### src/hw/rtl/mmau_pkg.sv
// Shared types, codes and default constants for the mapped memory access unit.
// No dependencies; the RTL files that use it refer to it by scoped names, the verification files import it.
`timescale 1ns / 1ps

package mmau_pkg;

  // Address space
  localparam int unsigned AddrW     = 16;
  localparam int unsigned ByteW     = 8;
  localparam int unsigned WordW     = 32;
  localparam int unsigned StoreDepth = 65536;
  localparam int unsigned CfgIdxW   = 3;
  localparam int unsigned CntW      = 2;

  // Default region bounds
  localparam int unsigned RAM_TOP_DEF     = 28672;
  localparam int unsigned STACK_BASE_DEF  = 28928;
  localparam int unsigned VIDEO_BASE_DEF  = 30720;
  localparam int unsigned VIDEO_LIMIT_DEF = 32768;
  localparam int unsigned ROM_BASE_DEF    = 32768;
  localparam int unsigned SPACE_LIMIT_DEF = 65536;

  // Port address reset values
  localparam logic [AddrW-1:0] CTRL_PORT_RST   = 16'd28673;
  localparam logic [AddrW-1:0] STDIN_PORT_RST  = 16'd28674;
  localparam logic [AddrW-1:0] STDOUT_PORT_RST = 16'd28675;
  localparam logic [AddrW-1:0] STDERR_PORT_RST = 16'd28676;
  localparam logic [AddrW-1:0] STOP_PORT_RST   = 16'd28677;

  typedef enum logic [2:0] {
    REQ_READ8   = 3'd0,
    REQ_READ16  = 3'd1,
    REQ_READ32  = 3'd2,
    REQ_FETCH32 = 3'd3,
    REQ_WRITE8  = 3'd4,
    REQ_WRITE16 = 3'd5,
    REQ_ROMLOAD = 3'd6
  } req_e;

  typedef enum logic [1:0] {
    ST_OK         = 2'd0,
    ST_NOT_READ   = 2'd1,
    ST_NOT_WRITE  = 2'd2,
    ST_NOT_EXEC   = 2'd3
  } status_e;

  typedef enum logic [2:0] {
    CFG_CTRL_PORT   = 3'd0,
    CFG_STDIN_PORT  = 3'd1,
    CFG_STDOUT_PORT = 3'd2,
    CFG_STDERR_PORT = 3'd3,
    CFG_STOP_PORT   = 3'd4
  } cfg_idx_e;

  typedef enum logic [1:0] {
    FSM_IDLE,
    FSM_ISSUE,
    FSM_COLLECT,
    FSM_FINISH
  } fsm_e;

  typedef struct packed {
    logic [AddrW-1:0] ctrl;
    logic [AddrW-1:0] stdin;
    logic [AddrW-1:0] stdout;
    logic [AddrW-1:0] stderr;
    logic [AddrW-1:0] stop;
  } ports_t;

  typedef struct packed {
    logic load;
    logic issue;
    logic collect;
    logic finish;
  } dp_cmd_t;

  typedef struct packed {
    logic mem_read;  // current byte needs a store read
    logic byte_end;  // current byte ends the transaction (fail, last or skip)
    logic byte_last; // current byte is the last one
    logic out_free;  // result register can take a new result
  } dp_stat_t;

endpackage

### src/hw/rtl/mmau_ctrl.sv
// Sequencer for the memory access unit: walks the bytes of one transaction.
// Depends on mmau_pkg.
`timescale 1ns / 1ps

module mmau_ctrl (
  input  logic                clk_i,
  input  logic                rst_ni,
  input  logic                in_valid_i,
  output logic                in_ready_o,
  input  mmau_pkg::dp_stat_t  stat_i,
  output mmau_pkg::dp_cmd_t   cmd_o
);

  mmau_pkg::fsm_e state_q, state_d;

  always_ff @(posedge clk_i or negedge rst_ni) begin
    if (!rst_ni) begin
      state_q <= mmau_pkg::FSM_IDLE;
    end else begin
      state_q <= state_d;
    end
  end

  always_comb begin
    state_d    = state_q;
    cmd_o      = '0;
    in_ready_o = 1'b0;
    unique case (state_q)
      mmau_pkg::FSM_IDLE: begin
        in_ready_o = 1'b1;
        if (in_valid_i) begin
          cmd_o.load = 1'b1;
          state_d    = mmau_pkg::FSM_ISSUE;
        end
      end
      mmau_pkg::FSM_ISSUE: begin
        cmd_o.issue = 1'b1;
        if (stat_i.mem_read) begin
          state_d = mmau_pkg::FSM_COLLECT;
        end else if (stat_i.byte_end) begin
          state_d = mmau_pkg::FSM_FINISH;
        end
      end
      mmau_pkg::FSM_COLLECT: begin
        cmd_o.collect = 1'b1;
        state_d = stat_i.byte_last ? mmau_pkg::FSM_FINISH : mmau_pkg::FSM_ISSUE;
      end
      mmau_pkg::FSM_FINISH: begin
        // hold until the result register frees up
        if (stat_i.out_free) begin
          cmd_o.finish = 1'b1;
          state_d      = mmau_pkg::FSM_IDLE;
        end
      end
    endcase
  end

endmodule

### config.mk
export PLATFORM = sky130hd
export DESIGN_NAME = mmau_ctrl
export DESIGN_NICKNAME = d
export VERILOG_FILES = /design/src/hw/rtl/mmau_pkg.sv /design/src/hw/rtl/mmau_ctrl.sv
export SDC_FILE = /design/constraint.sdc
export NUM_CORES = 1
export LEC_CHECK = 0
export ABC_CLOCK_PERIOD_IN_PS = 2600
export BUFFER_PORTS_ARGS = -buffer_cell sky130_fd_sc_hd__clkbuf_2
export CORE_AREA = 2 2 39 41
export CTS_CLUSTER_SIZE = 28
export DETAILED_ROUTE_END_ITERATION = 16
export DIE_AREA = 0 0 41 43
export GPL_ROUTABILITY_DRIVEN = 0
export HOLD_SLACK_MARGIN = 0.08
export PLACE_DENSITY = 0.3
export SLEW_MARGIN = 20
export SYNTH_ARGS = -nofsm -noshare
export SYNTH_HDL_FRONTEND = slang
export SYNTH_SLANG_ARGS = --single-unit
### constraint.sdc
create_clock -name clk_i -period 2.6 [get_ports clk_i]
set_clock_uncertainty 0.15 [all_clocks]
set_input_delay 0.26 -clock clk_i [delete_from_list [all_inputs] [get_ports clk_i]]
set_output_delay 0.26 -clock clk_i [all_outputs]
set_load 0.1 [all_outputs]
==> flow_summary.ini <==
[sta]
setup_viol = 0
relSlewSlack_pct = 64.0
period_share_pct = 68.6
slew_viol_final = 0
final_hold_viol_count = 0
max_freq_ghz = 0.560
worstMarginPinSlew_ns = 0.542
fin_crit_ns = 1.78
rsz0062_at_grt = false
fin_setup_tns_ns = 0

[cells_and_area]
largest_register_ffs = 2
final_area_um2 = 231
fill_cells = 157
largestRegisters = state_q (2)
multiInputGateArea_um2 = 73.8
n_antenna_cell = 0
regMostFlops = state_q
num-nets-final = 37
regArea_um2 = 50.0
final_layout_size_suffix_gt1_share_pct = 57.1
areaGrowthSynthToFinish_pct = 90.7

[worst_setup_path]
path_class = register to output port
cp.arrival_ns = 1.37
path_max_fanout = 8
cp-start-kind = register
rrSetupSlack_ns = 1.24
reg2regPathDepth = 2
critPathCaptureType = output port
worstPathRequired_ns = 2.19

[cts]
post_cts_resized = 0
clk_pin_slew_worst_paths_ns = 0.03
post_cts_buffers = 0
cts_buffers = 3
clock_path_buffers = 2
clkSinkCount = 2
clk_latency_ns = 0.22
postCtsHoldBufs = 1
cts_tree = yes
htree_levels = 1
cts-root-buf = clkbuf_4

[placed_design]
dpl_cell_area_um2 = 199
numPortBuffers = 11

[die]
initial_core_util_pct = 8.77
core-area_mm2 = 0.00138
die-area_mm2 = 0.00176
die_w_um = 41
io_pins = 12
num_rows = 14
die_y_um = 43

[synthesis]
synth_area_per_cell_um2 = 9.34
syn-cell-area_um2 = 121
synth_fa_ha_area_share_pct = 0
synth_xor_area_share_pct = 0
synth_simple_gate_area_share_pct = 37.1
synthMuxAreaShare_pct = 9.28
synth_nets = 20
syn_inst = 13
synth_top_family_by_area = simple AND/OR/NAND/NOR gates
seq_area_frac_synth_pct = 41.2
yosysWarnings = 0
synth_compound_gate_area_share_pct = 12.4
synth_cell_type_count = 12
ys_seq_elements = 2

[global_routing]
grt_max_degree = 9
antenna_found_initial = 0
grt_pass1_vias = 145
grt-ovfl-total = 0
grt_use_total_pct = 5.53
grt_pass1_wl_um = 572

[drt]
dr_total_vias = 149
drtIter0Drc = 3
drc = 0
antenna_left = 0
wl_um = 353
firstDrtPassIters = 2
viasPerCell = 3.39
wl_per_cell_um = 8.02

[outcome]
status = complete, no violations

[run]
cap_violations = 0

[worst_hold_path]
min_path_type = primary input to register
hold_depth = 2
[critical path, stage by stage (launching register included)]
cell	delay [ns]
dfrtp_1	0.45
nor2b_1	0.22
clkbuf_2	0.48
[cells by family after synthesis]
kind of cell,Yosys count
and+or+nand+nor,8
AOI/OAI and AO/OA,2
DFF,2
muxes,1
[through the flow]
step | util, % | instances | hold slack (ns) | setup WS (ns)
floorplan | - | 13 | -0.186 | 0.0665
global placement | 14.4 | 40 | -0.103 | 1.06
detailed placement | 14.4 | 40 | -0.101 | 1.05
CTS | 16.7 | 44 | 0.120 | 0.809
global route | 16.7 | 44 | 0.135 | 0.725
finish | 16.7 | 44 | 0.123 | 0.816
[cells in the mapped netlist, drive strengths merged]
cell | n | share of area, %
nor3 | 1 | 4.1
and3 | 1 | 5.2
mux2 | 1 | 9.3
and2 | 1 | 5.2
nor2b | 1 | 5.2
dfrtp | 2 | 41
nand2 | 1 | 3.1
nor2 | 1 | 3.1
or3 | 1 | 5.2
a21oi | 1 | 4.1
and2b | 1 | 6.2
a32o | 1 | 8.2
[cells in the final DEF (no fill, tap or decap), drive strengths merged]
master        n
and3          1
a32o          1
dfrtp         2
dlygate4sd3   1
nor3          1
nor2          1
or3           1
nor2b         1
clkbuf       14
a21oi         1
and2          1
mux2          1
nand2         1
and2b         1
[cell type report]
class                   count  share of cell area (%)
clock buffers               3                    9.73
multi-input cells          11                    31.9
flip-flops and latches      2                    21.6
well taps                  16                    8.65
repair buffers             12                    28.1
[path summary, 6_finish.rpt]
check | from | endpoint
max | state_q[1] | cmd_o[1]
min | stat_i[1] | state_q[1]
max reg2reg | state_q[1] | state_q[1]
min reg2reg | state_q[0] | state_q[0]
max in group asynchronous | rst_ni | state_q[0]
min in group asynchronous | rst_ni | state_q[1]
[per-layer routing]
layer,global-route usage [%],wire length (µm),up-vias
li1,-,-,78
met1,6.45,168,59
met2,5.31,106,12
met3,4.71,78,0
met4,6.00,0,0
met5,0,0,-
Power is not shown: default switching activity piles up to over one toggle a cycle in this logic, so the estimate is an artifact.
