<file path="src/hw/rtl/mmau_pkg.sv">
// Shared types, codes and default constants for the mapped memory access unit.
// No dependencies; the RTL files that use it refer to it by scoped names, the verification files import it.
`timescale 1ns / 1ps

package mmau_pkg;

  // Address space
  localparam int unsigned AddrW     = 16;
  localparam int unsigned ByteW     = 8;
  localparam int unsigned WordW     = 32;
  localparam int unsigned StoreDepth = 65536;
  localparam int unsigned CfgIdxW   = 3;
  localparam int unsigned CntW      = 2;

  // Default region bounds
  localparam int unsigned RAM_TOP_DEF     = 28672;
  localparam int unsigned STACK_BASE_DEF  = 28928;
  localparam int unsigned VIDEO_BASE_DEF  = 30720;
  localparam int unsigned VIDEO_LIMIT_DEF = 32768;
  localparam int unsigned ROM_BASE_DEF    = 32768;
  localparam int unsigned SPACE_LIMIT_DEF = 65536;

  // Port address reset values
  localparam logic [AddrW-1:0] CTRL_PORT_RST   = 16'd28673;
  localparam logic [AddrW-1:0] STDIN_PORT_RST  = 16'd28674;
  localparam logic [AddrW-1:0] STDOUT_PORT_RST = 16'd28675;
  localparam logic [AddrW-1:0] STDERR_PORT_RST = 16'd28676;
  localparam logic [AddrW-1:0] STOP_PORT_RST   = 16'd28677;

  typedef enum logic [2:0] {
    REQ_READ8   = 3'd0,
    REQ_READ16  = 3'd1,
    REQ_READ32  = 3'd2,
    REQ_FETCH32 = 3'd3,
    REQ_WRITE8  = 3'd4,
    REQ_WRITE16 = 3'd5,
    REQ_ROMLOAD = 3'd6
  } req_e;

  typedef enum logic [1:0] {
    ST_OK         = 2'd0,
    ST_NOT_READ   = 2'd1,
    ST_NOT_WRITE  = 2'd2,
    ST_NOT_EXEC   = 2'd3
  } status_e;

  typedef enum logic [2:0] {
    CFG_CTRL_PORT   = 3'd0,
    CFG_STDIN_PORT  = 3'd1,
    CFG_STDOUT_PORT = 3'd2,
    CFG_STDERR_PORT = 3'd3,
    CFG_STOP_PORT   = 3'd4
  } cfg_idx_e;

  typedef enum logic [1:0] {
    FSM_IDLE,
    FSM_ISSUE,
    FSM_COLLECT,
    FSM_FINISH
  } fsm_e;

  typedef struct packed {
    logic [AddrW-1:0] ctrl;
    logic [AddrW-1:0] stdin;
    logic [AddrW-1:0] stdout;
    logic [AddrW-1:0] stderr;
    logic [AddrW-1:0] stop;
  } ports_t;

  typedef struct packed {
    logic load;
    logic issue;
    logic collect;
    logic finish;
  } dp_cmd_t;

  typedef struct packed {
    logic mem_read;  // current byte needs a store read
    logic byte_end;  // current byte ends the transaction (fail, last or skip)
    logic byte_last; // current byte is the last one
    logic out_free;  // result register can take a new result
  } dp_stat_t;

endpackage

</file>
<file path="src/hw/rtl/mmau_cfg_regs.sv">
// Port address configuration registers.
// Depends on mmau_pkg.
`timescale 1ns / 1ps

module mmau_cfg_regs (
  input  logic                         clk_i,
  input  logic                         rst_ni,
  input  logic                         cfg_valid_i,
  output logic                         cfg_ready_o,
  input  logic [mmau_pkg::CfgIdxW-1:0] cfg_index_i,
  input  logic [mmau_pkg::AddrW-1:0]   cfg_data_i,
  output mmau_pkg::ports_t             ports_o
);

  mmau_pkg::ports_t ports_q;

  assign cfg_ready_o = 1'b1;

  always_ff @(posedge clk_i or negedge rst_ni) begin
    if (!rst_ni) begin
      ports_q.ctrl   <= mmau_pkg::CTRL_PORT_RST;
      ports_q.stdin  <= mmau_pkg::STDIN_PORT_RST;
      ports_q.stdout <= mmau_pkg::STDOUT_PORT_RST;
      ports_q.stderr <= mmau_pkg::STDERR_PORT_RST;
      ports_q.stop   <= mmau_pkg::STOP_PORT_RST;
    end else if (cfg_valid_i) begin
      case (mmau_pkg::cfg_idx_e'(cfg_index_i))
        mmau_pkg::CFG_CTRL_PORT:   ports_q.ctrl   <= cfg_data_i;
        mmau_pkg::CFG_STDIN_PORT:  ports_q.stdin  <= cfg_data_i;
        mmau_pkg::CFG_STDOUT_PORT: ports_q.stdout <= cfg_data_i;
        mmau_pkg::CFG_STDERR_PORT: ports_q.stderr <= cfg_data_i;
        mmau_pkg::CFG_STOP_PORT:   ports_q.stop   <= cfg_data_i;
        default: ;
      endcase
    end
  end

  assign ports_o = ports_q;

endmodule

</file>
<file path="config.mk">
export PLATFORM = sky130hd
export DESIGN_NAME = mmau_cfg_regs
export DESIGN_NICKNAME = d
export VERILOG_FILES = /design/src/hw/rtl/mmau_pkg.sv /design/src/hw/rtl/mmau_cfg_regs.sv
export SDC_FILE = /design/constraint.sdc
export NUM_CORES = 1
export LEC_CHECK = 0
export CAP_MARGIN = 15
export CELL_PAD_IN_SITES_DETAIL_PLACEMENT = 1
export CELL_PAD_IN_SITES_GLOBAL_PLACEMENT = 1
export CORE_MARGIN = 5
export CORE_UTILIZATION = 45
export CTS_BUF_LIST = sky130_fd_sc_hd__clkbuf_16
export DETAILED_ROUTE_END_ITERATION = 12
export DONT_BUFFER_PORTS = 1
export GPL_ROUTABILITY_DRIVEN = 0
export HOLD_SLACK_MARGIN = 0.03
export PLACE_DENSITY_LB_ADDON = 0.1
export SLEW_MARGIN = 20
export SYNTH_ARGS = -nofsm -noshare
export SYNTH_HDL_FRONTEND = slang
export SYNTH_SLANG_ARGS = --single-unit
export TNS_END_PERCENT = 100
</file>
<file path="constraint.sdc">
create_clock -name clk_i -period 0.8 [get_ports clk_i]
set_input_delay 0.12 -clock clk_i [delete_from_list [all_inputs] [get_ports clk_i]]
set_output_delay 0.12 -clock clk_i [all_outputs]
set_load 0.01 [all_outputs]
</file>
==> flow_metrics.py, run 1 <==
metrics = {
    "floorplanning": {
        "std_cell_rows": 30,
        "initial_utilization": 0.460,
        "area_enclosed_by_the_die_boundary_sq_um": 8620,
        "floorplan.die.width_um": 92.9,
        "die_height_um": 92.9,
        "core_region_area_sq_um": 6720,
        "ioPinCount": 103,
    },
    "yosys": {
        "ys_top_cells_by_count": "mux2_2 (80), dfrtp_1 (58), dfstp_2 (22), buf_6 (5)",
        "netlist_area_sq_um": 3090,
        "synthFlopType": "dfrtp_1",
        "synth.distinct_cells": 11,
        "yosys_register_bits": 80,
        "fraction_of_synthesis_flops_using_an_asynchronous_set_or_reset_pin": 1.00,
        "seq_area_frac_synth": 0.657,
        "yosysWarnings": 0,
        "netlist_instances": 175,
        "syn_area_per_cell_sq_um": 17.7,
        "number_of_synthesized_flops_with_an_enable_pin": 0,
        "yosys.cell_count.top_type": "mux2_2",
        "synth_area_leaders": "dfrtp_1 (47%), mux2_2 (29%), dfstp_2 (19%), buf_6 (1.8%), and4bb_2 (0.81%)",
        "synth_nets": 197,
        "synth_top_cell_by_area": "dfrtp_1",
        "area_share_of_the_largest_cell_type_after_synthesis": 0.470,
    },
    "timing": {
        "final.setup_skew_ps": 0,
        "maxSlewViolCount": 0,
        "period_minus_slack_ps": 1040,
        "max_freq_ghz": 0.963,
        "grt_setup_unrepaired": "true",
        "setup_viol": 128,
        "setup_ws_ps": -238,
        "timing_hold_violations_final": 80,
        "fin_crit_sh": 1.30,
        "holdWs_ps": -521,
    },
    "layout": {
        "largest_register_ff_count": 80,
        "areaGrowthSynthToFinish_pct": 63.5,
        "final_net_count": 320,
        "fin_util": 0.752,
        "insertedDiodeCount": 0,
        "layout-drive-gt1-share": 0.743,
    },
    "detailed_routing": {
        "drt_wl_total_um": 11100,
        "avgRoutedWirePerCell_um": 28.9,
        "detail_route.iter0.violations": 91,
        "drt-pass1-iter-count": 4,
        "drc_errors": 0,
        "route.antenna.remaining_nets": 0,
        "routed_via_density": 5.37,
        "route.vias.total": 2057,
    },
    "pwr": {
        "power_density_nw_per_um2": 2830,
        "power.static_leakage_uw": 0.00245,
        "maximum_resistive_drop_on_vdd_uv": 1850,
    },
    "cts": {
        "tritoncts": "built",
        "ctsHoldBuffers": 16,
        "insertion_delay_ps": 330,
        "cts_root_buffer": "clkbuf_16",
        "tritoncts.num_buffers": 9,
        "cts.htree.levels": 3,
        "cts.sink_count": 80,
        "clk_transition_reported_paths_ps": 60,
        "cts_buffer_depth": 2,
    },
    "job": {
        "cap_viol_max_count": 0,
    },
    "place": {
        "io_buffer_count": 0,
        "detailedPlace.worstSlack_ps": -356,
        "place_hpwl_um": 5440,
    },
    "critical_path": {
        "data_required_time_at_the_worst_endpoint_ps": 680,
        "critical_path.max_fanout": 2,
        "crit_type": "reg2out",
        "crit_arrival_ps": 920,
        "critPathCaptureType": "primary output",
        "critPathLaunchType": "flop",
    },
    "global_route": {
        "grt_usage": 0.219,
        "global_routing_met2_resource_utilization": 0.377,
        "global_route.usage.met1": 0.265,
        "gr-total-overflow": 0,
        "grt_antenna_before_repair": 0,
        "first_global_vias": 2317,
        "globalRouteMet3Util": 0.0617,
        "top_usage_layer": "met2",
        "grt_start_max_net_pins": 81,
        "first_pass_grt_wire_length_um": 14000,
    },
    "run_status": {
        "outcome": "complete, but fails checks",
        "failed_checks": "hold timing, setup timing",
    },
    "min_path": {
        "holdCritPathClass": "in2async",
    },
}
[placed cells by master (no fill, tap or decap), types with 2 or more instances in the layout]
| cell | synthesis | routed |
|---|---|---|
| and4bb_2 | 2 | 2 |
| buf_12 | 0 | 7 |
| buf_4 | 2 | 5 |
| buf_6 | 5 | 93 |
| clkbuf_16 | 0 | 9 |
| clkinv_2 | 0 | 3 |
| dfrtp_1 | 58 | 58 |
| dfstp_2 | 22 | 22 |
| dlygate4sd3_1 | 0 | 7 |
| dlymetal6s4s_1 | 0 | 9 |
| inv_1 | 0 | 3 |
| mux2_2 | 80 | 13 |
| mux2_4 | 0 | 67 |
[routing by layer]
layer | vias to the layer above | part of all wire
met5 | - | 0
met4 | 0 | 0.023
met3 | 14 | 0.050
met2 | 80 | 0.53
met1 | 1101 | 0.39
li1 | 862 | -
[where the power goes]
| group | switching (uW) | internal (uW) | leakage, uW |
|---|---|---|---|
| combinational | 1380 | 3060 | 0.00138 |
| sequential | 1050 | 5140 | 0.000927 |
| clock | 1620 | 2050 | 0.000139 |
[metrics by stage]
| step | std cells | hold slack, ps | setup TNS, ps | area [sq um] | power [uW] |
|---|---|---|---|---|---|
| after global routing | 383 | -535 | -22940 | 5050 | 14800 |
| after CTS | 375 | -525 | -18210 | 4810 | 13400 |
| after detailed placement | 313 | -173 | -19970 | 3930 | 8740 |
| after global placement | 313 | -173 | -18350 | 3930 | 8590 |
| final | 383 | -521 | -20380 | 5050 | 14300 |
| after floorplan | 175 | -176 | -18250 | 3320 | 7290 |
[repair_timing]
action	in CTS	in global routing
gates resized for setup	63	52
setup buffers	30	8
endpoints found under the setup margin	85	142
endpoints found under the hold margin	160	80
[cell type report]
cell class / instances / area, sq um
flip-flops and latches: 80 / 2030
fillers: 509 / 1670
repair buffers: 121 / 1410
multi-input cells: 86 / 1250
clock buffers: 9 / 225
well taps: 80 / 100
clock inverters: 7 / 33.8
[kinds of logic after synthesis]
kind of cell	count (synthesis)	share of synthesized area
buffers and inverters	9	0.0263
multiplexers	80	0.292
other	1	0.00121
AND/OR/NAND/NOR	5	0.0239
flip-flops	80	0.657
[worst paths after layout]
path                                         start                      end  slack [ps]  cells past startpoint
max in group asynchronous                   rst_ni  ports_o[49]$_DFFE_PN1P_        1100                      0
max reg2reg                ports_o[71]$_DFFE_PN0P_  ports_o[71]$_DFFE_PN0P_        -160                      2
min reg2reg                ports_o[52]$_DFFE_PN0P_  ports_o[52]$_DFFE_PN0P_         550                      1
min in group clk_i                  cfg_index_i[2]  ports_o[75]$_DFFE_PN0P_         200                      3
min                                         rst_ni  ports_o[23]$_DFFE_PN0P_        -520                      0
max                        ports_o[76]$_DFFE_PN1P_              ports_o[76]        -240                      0
(Power assumes the default switching activity.)
==> run 2, diff against run 1 <==
- PLACE_DENSITY: default -> 0.77
- PLACE_DENSITY_LB_ADDON: 0.1 -> default
==> run 2 against run 1 <==
  * The flow still finishes with violations (hold timing, setup timing)
  * Sequential power about the same
  * Fmax down 0.73%
  * Register-to-register slack about the same
  * Sequential cell count unchanged
  * Global-route usage up 2.5 points
  * Critical endpoint is now ports_o[71]
  * Largest power group unchanged
  * Highest routed layer unchanged
==> flow_metrics.py, run 2 (synthesis gave the netlist of run 1 again) <==
metrics = {
    "run_status": {
        "outcome": "complete, but fails checks",
        "failed_checks": "hold timing, setup timing",
    },
    "layout": {
        "fill_cells": 518,
        "final_common_cell": "buf_6",
        "areaGrowthSynthToFinish_pct": 65.3,
        "final_net_count": 322,
        "insertedDiodeCount": 0,
        "commonest_non_fill_non_tap_cells_in_the_layout": "buf_6 (93), mux2_4 (68), dfrtp_1 (58)",
        "layout-drive-gt1-share": 0.754,
        "largest_register_ff_count": 80,
    },
    "pwr": {
        "power.static_leakage_uw": 0.00246,
        "comb_power_share": 0.305,
        "power.sequential.fraction": 0.415,
        "p_sw_frac": 0.288,
        "power.total_uw": 15000,
        "power_density_nw_per_um2": 2930,
        "maximum_resistive_drop_on_vdd_uv": 2310,
        "total_switching_power_uw": 4320,
        "p_clk_frac": 0.280,
        "power.internal_uw": 10700,
    },
    "cts": {
        "insertion_delay_ps": 330,
        "cts.htree.levels": 3,
        "tritoncts": "built",
        "ctsHoldBuffers": 16,
        "cts.sink_count": 80,
        "clk_transition_reported_paths_ps": 80,
        "tritoncts.num_buffers": 9,
        "cts_buffer_depth": 2,
        "cts_root_buffer": "clkbuf_16",
    },
    "place": {
        "io_buffer_count": 0,
        "place_hpwl_um": 5570,
    },
    "timing": {
        "setup_viol": 138,
        "timing_hold_violations_final": 80,
        "grt_setup_unrepaired": "true",
        "maxSlewViolCount": 0,
        "final.setup_skew_ps": 0,
        "setup_ws_ps": -246,
        "max_freq_ghz": 0.956,
        "holdWs_ps": -529,
        "fin_crit_sh": 1.31,
        "period_minus_slack_ps": 1050,
    },
    "detailed_routing": {
        "route.antenna.remaining_nets": 0,
        "drt_wl_total_um": 11800,
        "detail_route.iter0.violations": 72,
        "drc_errors": 0,
        "top_routing_layer_in_use": "met4",
        "drt-pass1-iter-count": 4,
        "routed_via_density": 5.49,
        "routed-wl-met3_um": 607,
        "dr_wl_met2_um": 6420,
        "met1_length_um": 4390,
        "avgRoutedWirePerCell_um": 30.7,
        "route.vias.total": 2112,
    },
    "critical_path": {
        "crit_type": "reg2out",
        "data_required_time_at_the_worst_endpoint_ps": 680,
        "cells_along_the_critical_path": "buf_6",
        "startpoint": "ports_o[71]$_DFFE_PN0P_",
        "critPathLaunchType": "flop",
        "critical_path_buf_inv_count": 1,
        "r2r-start": "ports_o[5]$_DFFE_PN0P_",
        "critical_path.max_fanout": 2,
        "crit_arrival_ps": 930,
        "cpMaxStageDelayCell": "dfrtp_1",
        "critPathCaptureType": "primary output",
        "critPathTopFamily": "flip-flops",
        "max_stage_delay_ps": 440,
    },
    "floorplanning": {
        "initial_utilization": 0.460,
        "die_height_um": 92.9,
        "area_enclosed_by_the_die_boundary_sq_um": 8620,
        "std_cell_rows": 30,
        "floorplan.die.width_um": 92.9,
        "ioPinCount": 103,
        "core_region_area_sq_um": 6720,
    },
    "global_route": {
        "grt_antenna_before_repair": 0,
        "first_pass_grt_wire_length_um": 15400,
        "gr-total-overflow": 0,
        "first_global_vias": 2442,
        "grt_start_max_net_pins": 81,
        "grt_usage": 0.243,
    },
    "job": {
        "cap_viol_max_count": 0,
    },
    "min_path": {
        "holdCritPathClass": "in2async",
    },
}
-- run 2: cell count changes in the layout (fill, tap and decap cells not counted), sizes merged --
cell,before,now
inv,3,1
buf,105,106
bufinv,0,1
clkbuf,9,10
clkinv,3,4
dlygate4sd3,7,8
dlymetal6s4s,9,8
-- run 2: stage by stage --
step	worst slack [ps]	TNS [ps]	utilization	std cells	area, sq um
final	-246	-21840	0.760	385	5110
after global routing	-275	-24290	0.760	385	5110
after CTS	-239	-18740	0.717	374	4820
after detailed placement	-344	-19550	0.580	311	3900
after global placement	-304	-17730	0.580	311	3900
after floorplan	-395	-18250	-	175	3320
-- run 2: routing by layer --
metal  vias up  global-route usage
li1        873                   -
met1      1124               0.251
met2        87               0.463
met3        28              0.0561
met4         0               0.107
met5         -                   0
-- run 2: final timing paths --
kind                                      endpoint  slack [ps]  cells past startpoint
max in group asynchronous  ports_o[13]$_DFFE_PN1P_        1110                      0
min reg2reg                ports_o[35]$_DFFE_PN0P_         540                      1
min in group clk_i         ports_o[10]$_DFFE_PN0P_         200                      3
max reg2reg                 ports_o[5]$_DFFE_PN0P_        -160                      2
min                        ports_o[10]$_DFFE_PN0P_        -530                      0
max                                    ports_o[71]        -250                      1
-- run 2: area by class of cell --
class	instances	area (sq um)	share of cell area
repair buffers	123	1430	0.279
clock inverters	7	70.1	0.0137
well taps	80	100	0.0196
flip-flops and latches	80	2030	0.397
clock buffers	9	225	0.0441
multi-input cells	86	1260	0.246
-- run 2: power by group through the flow --
| stage | combinational [uW] | sequential, uW | clock, uW |
|---|---|---|---|
| finish | 4570 | 6220 | 4200 |
| global route | 4750 | 6290 | 4470 |
| CTS | 3900 | 6010 | 4110 |
| detailed placement | 2820 | 5960 | 0 |
| global placement | 2700 | 5880 | 0 |
| floorplan | 1220 | 6070 | 0 |
-- run 2: worst register-to-register path, delay by kind of cell (launching register included) --
family / cells / cell delay, ps
buf+inv: 1 / 140
flops: 1 / 440
mux: 1 / 270
-- run 2: timing repair --
action / CTS / global route
hold endpoints to repair: 160 / 80
resized for setup: 62 / 53
cloned: 0 / 1
setup buffers: 31 / 10
setup endpoints to repair: 81 / 139
pin swaps: 0 / 1
==> run 3, diff against run 2 <==
- CORE_UTILIZATION: 45 -> 30
- PLACE_DENSITY: 0.77 -> 0.57
==> run 3 against run 2 <==
  * The flow still finishes with violations (hold timing, setup timing)
  * Fmax increased by 2.3%
  * Sequential cell count unchanged
  * Cell count increased by 13%
  * Worst hold slack improved by 17 ps
==> flow_metrics.py, run 3 (synthesis gave the netlist of run 1 again) <==
metrics = {
    "run_status": {
        "outcome": "complete, but fails checks",
        "failed_checks": "hold timing, setup timing",
    },
    "layout": {
        "commonest_non_fill_non_tap_cells_in_the_layout": "buf_6 (87), mux2_4 (63), dfrtp_1 (58)",
        "final_net_count": 317,
        "final_common_cell": "buf_6",
        "largest_register_ff_count": 80,
        "areaGrowthSynthToFinish_pct": 66.0,
        "insertedDiodeCount": 0,
        "layout-drive-gt1-share": 0.747,
        "layoutNonFillerInstCount": 436,
    },
    "cts": {
        "cts.htree.levels": 3,
        "cts_root_buffer": "clkbuf_16",
        "clk_transition_reported_paths_ps": 70,
        "insertion_delay_ps": 320,
        "tritoncts.num_buffers": 9,
        "tritoncts": "built",
        "cts.sink_count": 80,
        "cts_buffer_depth": 2,
        "ctsHoldBuffers": 16,
    },
    "detailed_routing": {
        "routed_via_density": 4.43,
        "detail_route.iter0.violations": 37,
        "route.vias.total": 1932,
        "avgRoutedWirePerCell_um": 20.4,
        "route.antenna.remaining_nets": 0,
        "drt-pass1-iter-count": 4,
        "drt_wl_total_um": 8920,
        "drc_errors": 0,
    },
    "floorplanning": {
        "floorplan.die.width_um": 111,
        "std_cell_rows": 37,
        "die_height_um": 111,
        "ioPinCount": 103,
        "area_enclosed_by_the_die_boundary_sq_um": 12400,
        "initial_utilization": 0.303,
        "core_region_area_sq_um": 10200,
    },
    "place": {
        "detailedPlace.worstSlack_ps": -341,
        "placed_cells": 369,
        "place_hpwl_um": 5860,
        "io_buffer_count": 0,
    },
    "global_route": {
        "grt_usage": 0.143,
        "global_route.usage.met1": 0.166,
        "top_usage_layer": "met2",
        "globalRouteMet3Util": 0.0489,
        "gr-total-overflow": 0,
        "first_pass_grt_wire_length_um": 13800,
        "grt_start_max_net_pins": 81,
        "global_routing_met2_resource_utilization": 0.250,
        "first_global_vias": 2323,
        "grt_antenna_before_repair": 0,
    },
    "timing": {
        "max_freq_ghz": 0.978,
        "holdWs_ps": -512,
        "timing_hold_violations_final": 80,
        "setup_viol": 115,
        "grt_setup_unrepaired": "true",
        "fin_crit_sh": 1.28,
        "period_minus_slack_ps": 1020,
        "final.setup_skew_ps": 0,
        "setup_ws_ps": -222,
        "maxSlewViolCount": 0,
    },
    "pwr": {
        "p_clk_frac": 0.303,
        "power.sequential.fraction": 0.415,
        "power_density_nw_per_um2": 2840,
        "power.total_uw": 14600,
        "power.static_leakage_uw": 0.00245,
        "power.internal_uw": 10800,
        "p_sw_frac": 0.257,
        "comb_power_share": 0.282,
        "total_switching_power_uw": 3750,
        "maximum_resistive_drop_on_vdd_uv": 1070,
    },
    "critical_path": {
        "crit_arrival_ps": 900,
        "data_required_time_at_the_worst_endpoint_ps": 680,
        "critPathCaptureType": "primary output",
        "critical_path.max_fanout": 2,
        "crit_type": "reg2out",
        "critPathLaunchType": "flop",
    },
    "job": {
        "cap_viol_max_count": 0,
    },
    "min_path": {
        "holdCritPathClass": "in2async",
    },
}
run 3: cell types whose count changed in the layout (fill, tap and decap cells not counted), sizes merged, moves of 3 or more:
cell and delta:
dlygate4sd3 -3, buf -4, clkinv -3, dlymetal6s4s +3
run 3: final cells by class:
type / count / area (sq um)
timing repair buffer: 118 / 1370
clock buffer: 9 / 225
multi-input combinational: 86 / 1240
sequential: 80 / 2030
clock inverter: 7 / 96.3
tap: 136 / 170
fill: 966 / 5060
run 3: power groups by stage:
stage	Combinational (uW)	Sequential (uW)	Clock, uW
floorplan	1220	6070	0
global route	4340	6180	4720
CTS	3810	6000	4510
global placement	2730	5900	0
finish	4110	6060	4410
detailed placement	2800	5970	0
run 3: what timing repair did:
item                                   in CTS  in global routing
endpoints found under the hold margin     160                 80
setup endpoints to repair                  80                142
resized for setup                          60                 47
setup buffers                              29                  6
run 3: path summary, 6_finish.rpt:
| kind | startpoint | to | slack, ps | cells after the start |
|---|---|---|---|---|
| setup / recovery | ports_o[33]$_DFFE_PN1P_ | ports_o[33] | -220 | 0 |
| hold / removal | rst_ni | ports_o[21]$_DFFE_PN0P_ | -510 | 0 |
| setup reg to reg | ports_o[51]$_DFFE_PN0P_ | ports_o[51]$_DFFE_PN0P_ | -120 | 2 |
| hold reg to reg | ports_o[23]$_DFFE_PN0P_ | ports_o[23]$_DFFE_PN0P_ | 530 | 1 |
| max in group asynchronous | rst_ni | ports_o[76]$_DFFE_PN1P_ | 1100 | 0 |
| min in group clk_i | cfg_valid_i | ports_o[31]$_DFFE_PN0P_ | 200 | 3 |
run 3: metrics by stage:
step / utilization / setup TNS (ps) / area (sq um)
after CTS: 0.483 / -18470 / 4920
after detailed placement: 0.392 / -19840 / 4000
after floorplan: - / -18250 / 3320
after global placement: 0.392 / -18950 / 4000
final: 0.503 / -17940 / 5130
after global routing: 0.503 / -21360 / 5130
run 3: layer usage:
metal  vias up  wire, um
met4         0        70
met1      1002      3570
li1        855         -
met2        67      4750
met5         -         0
met3         8       528
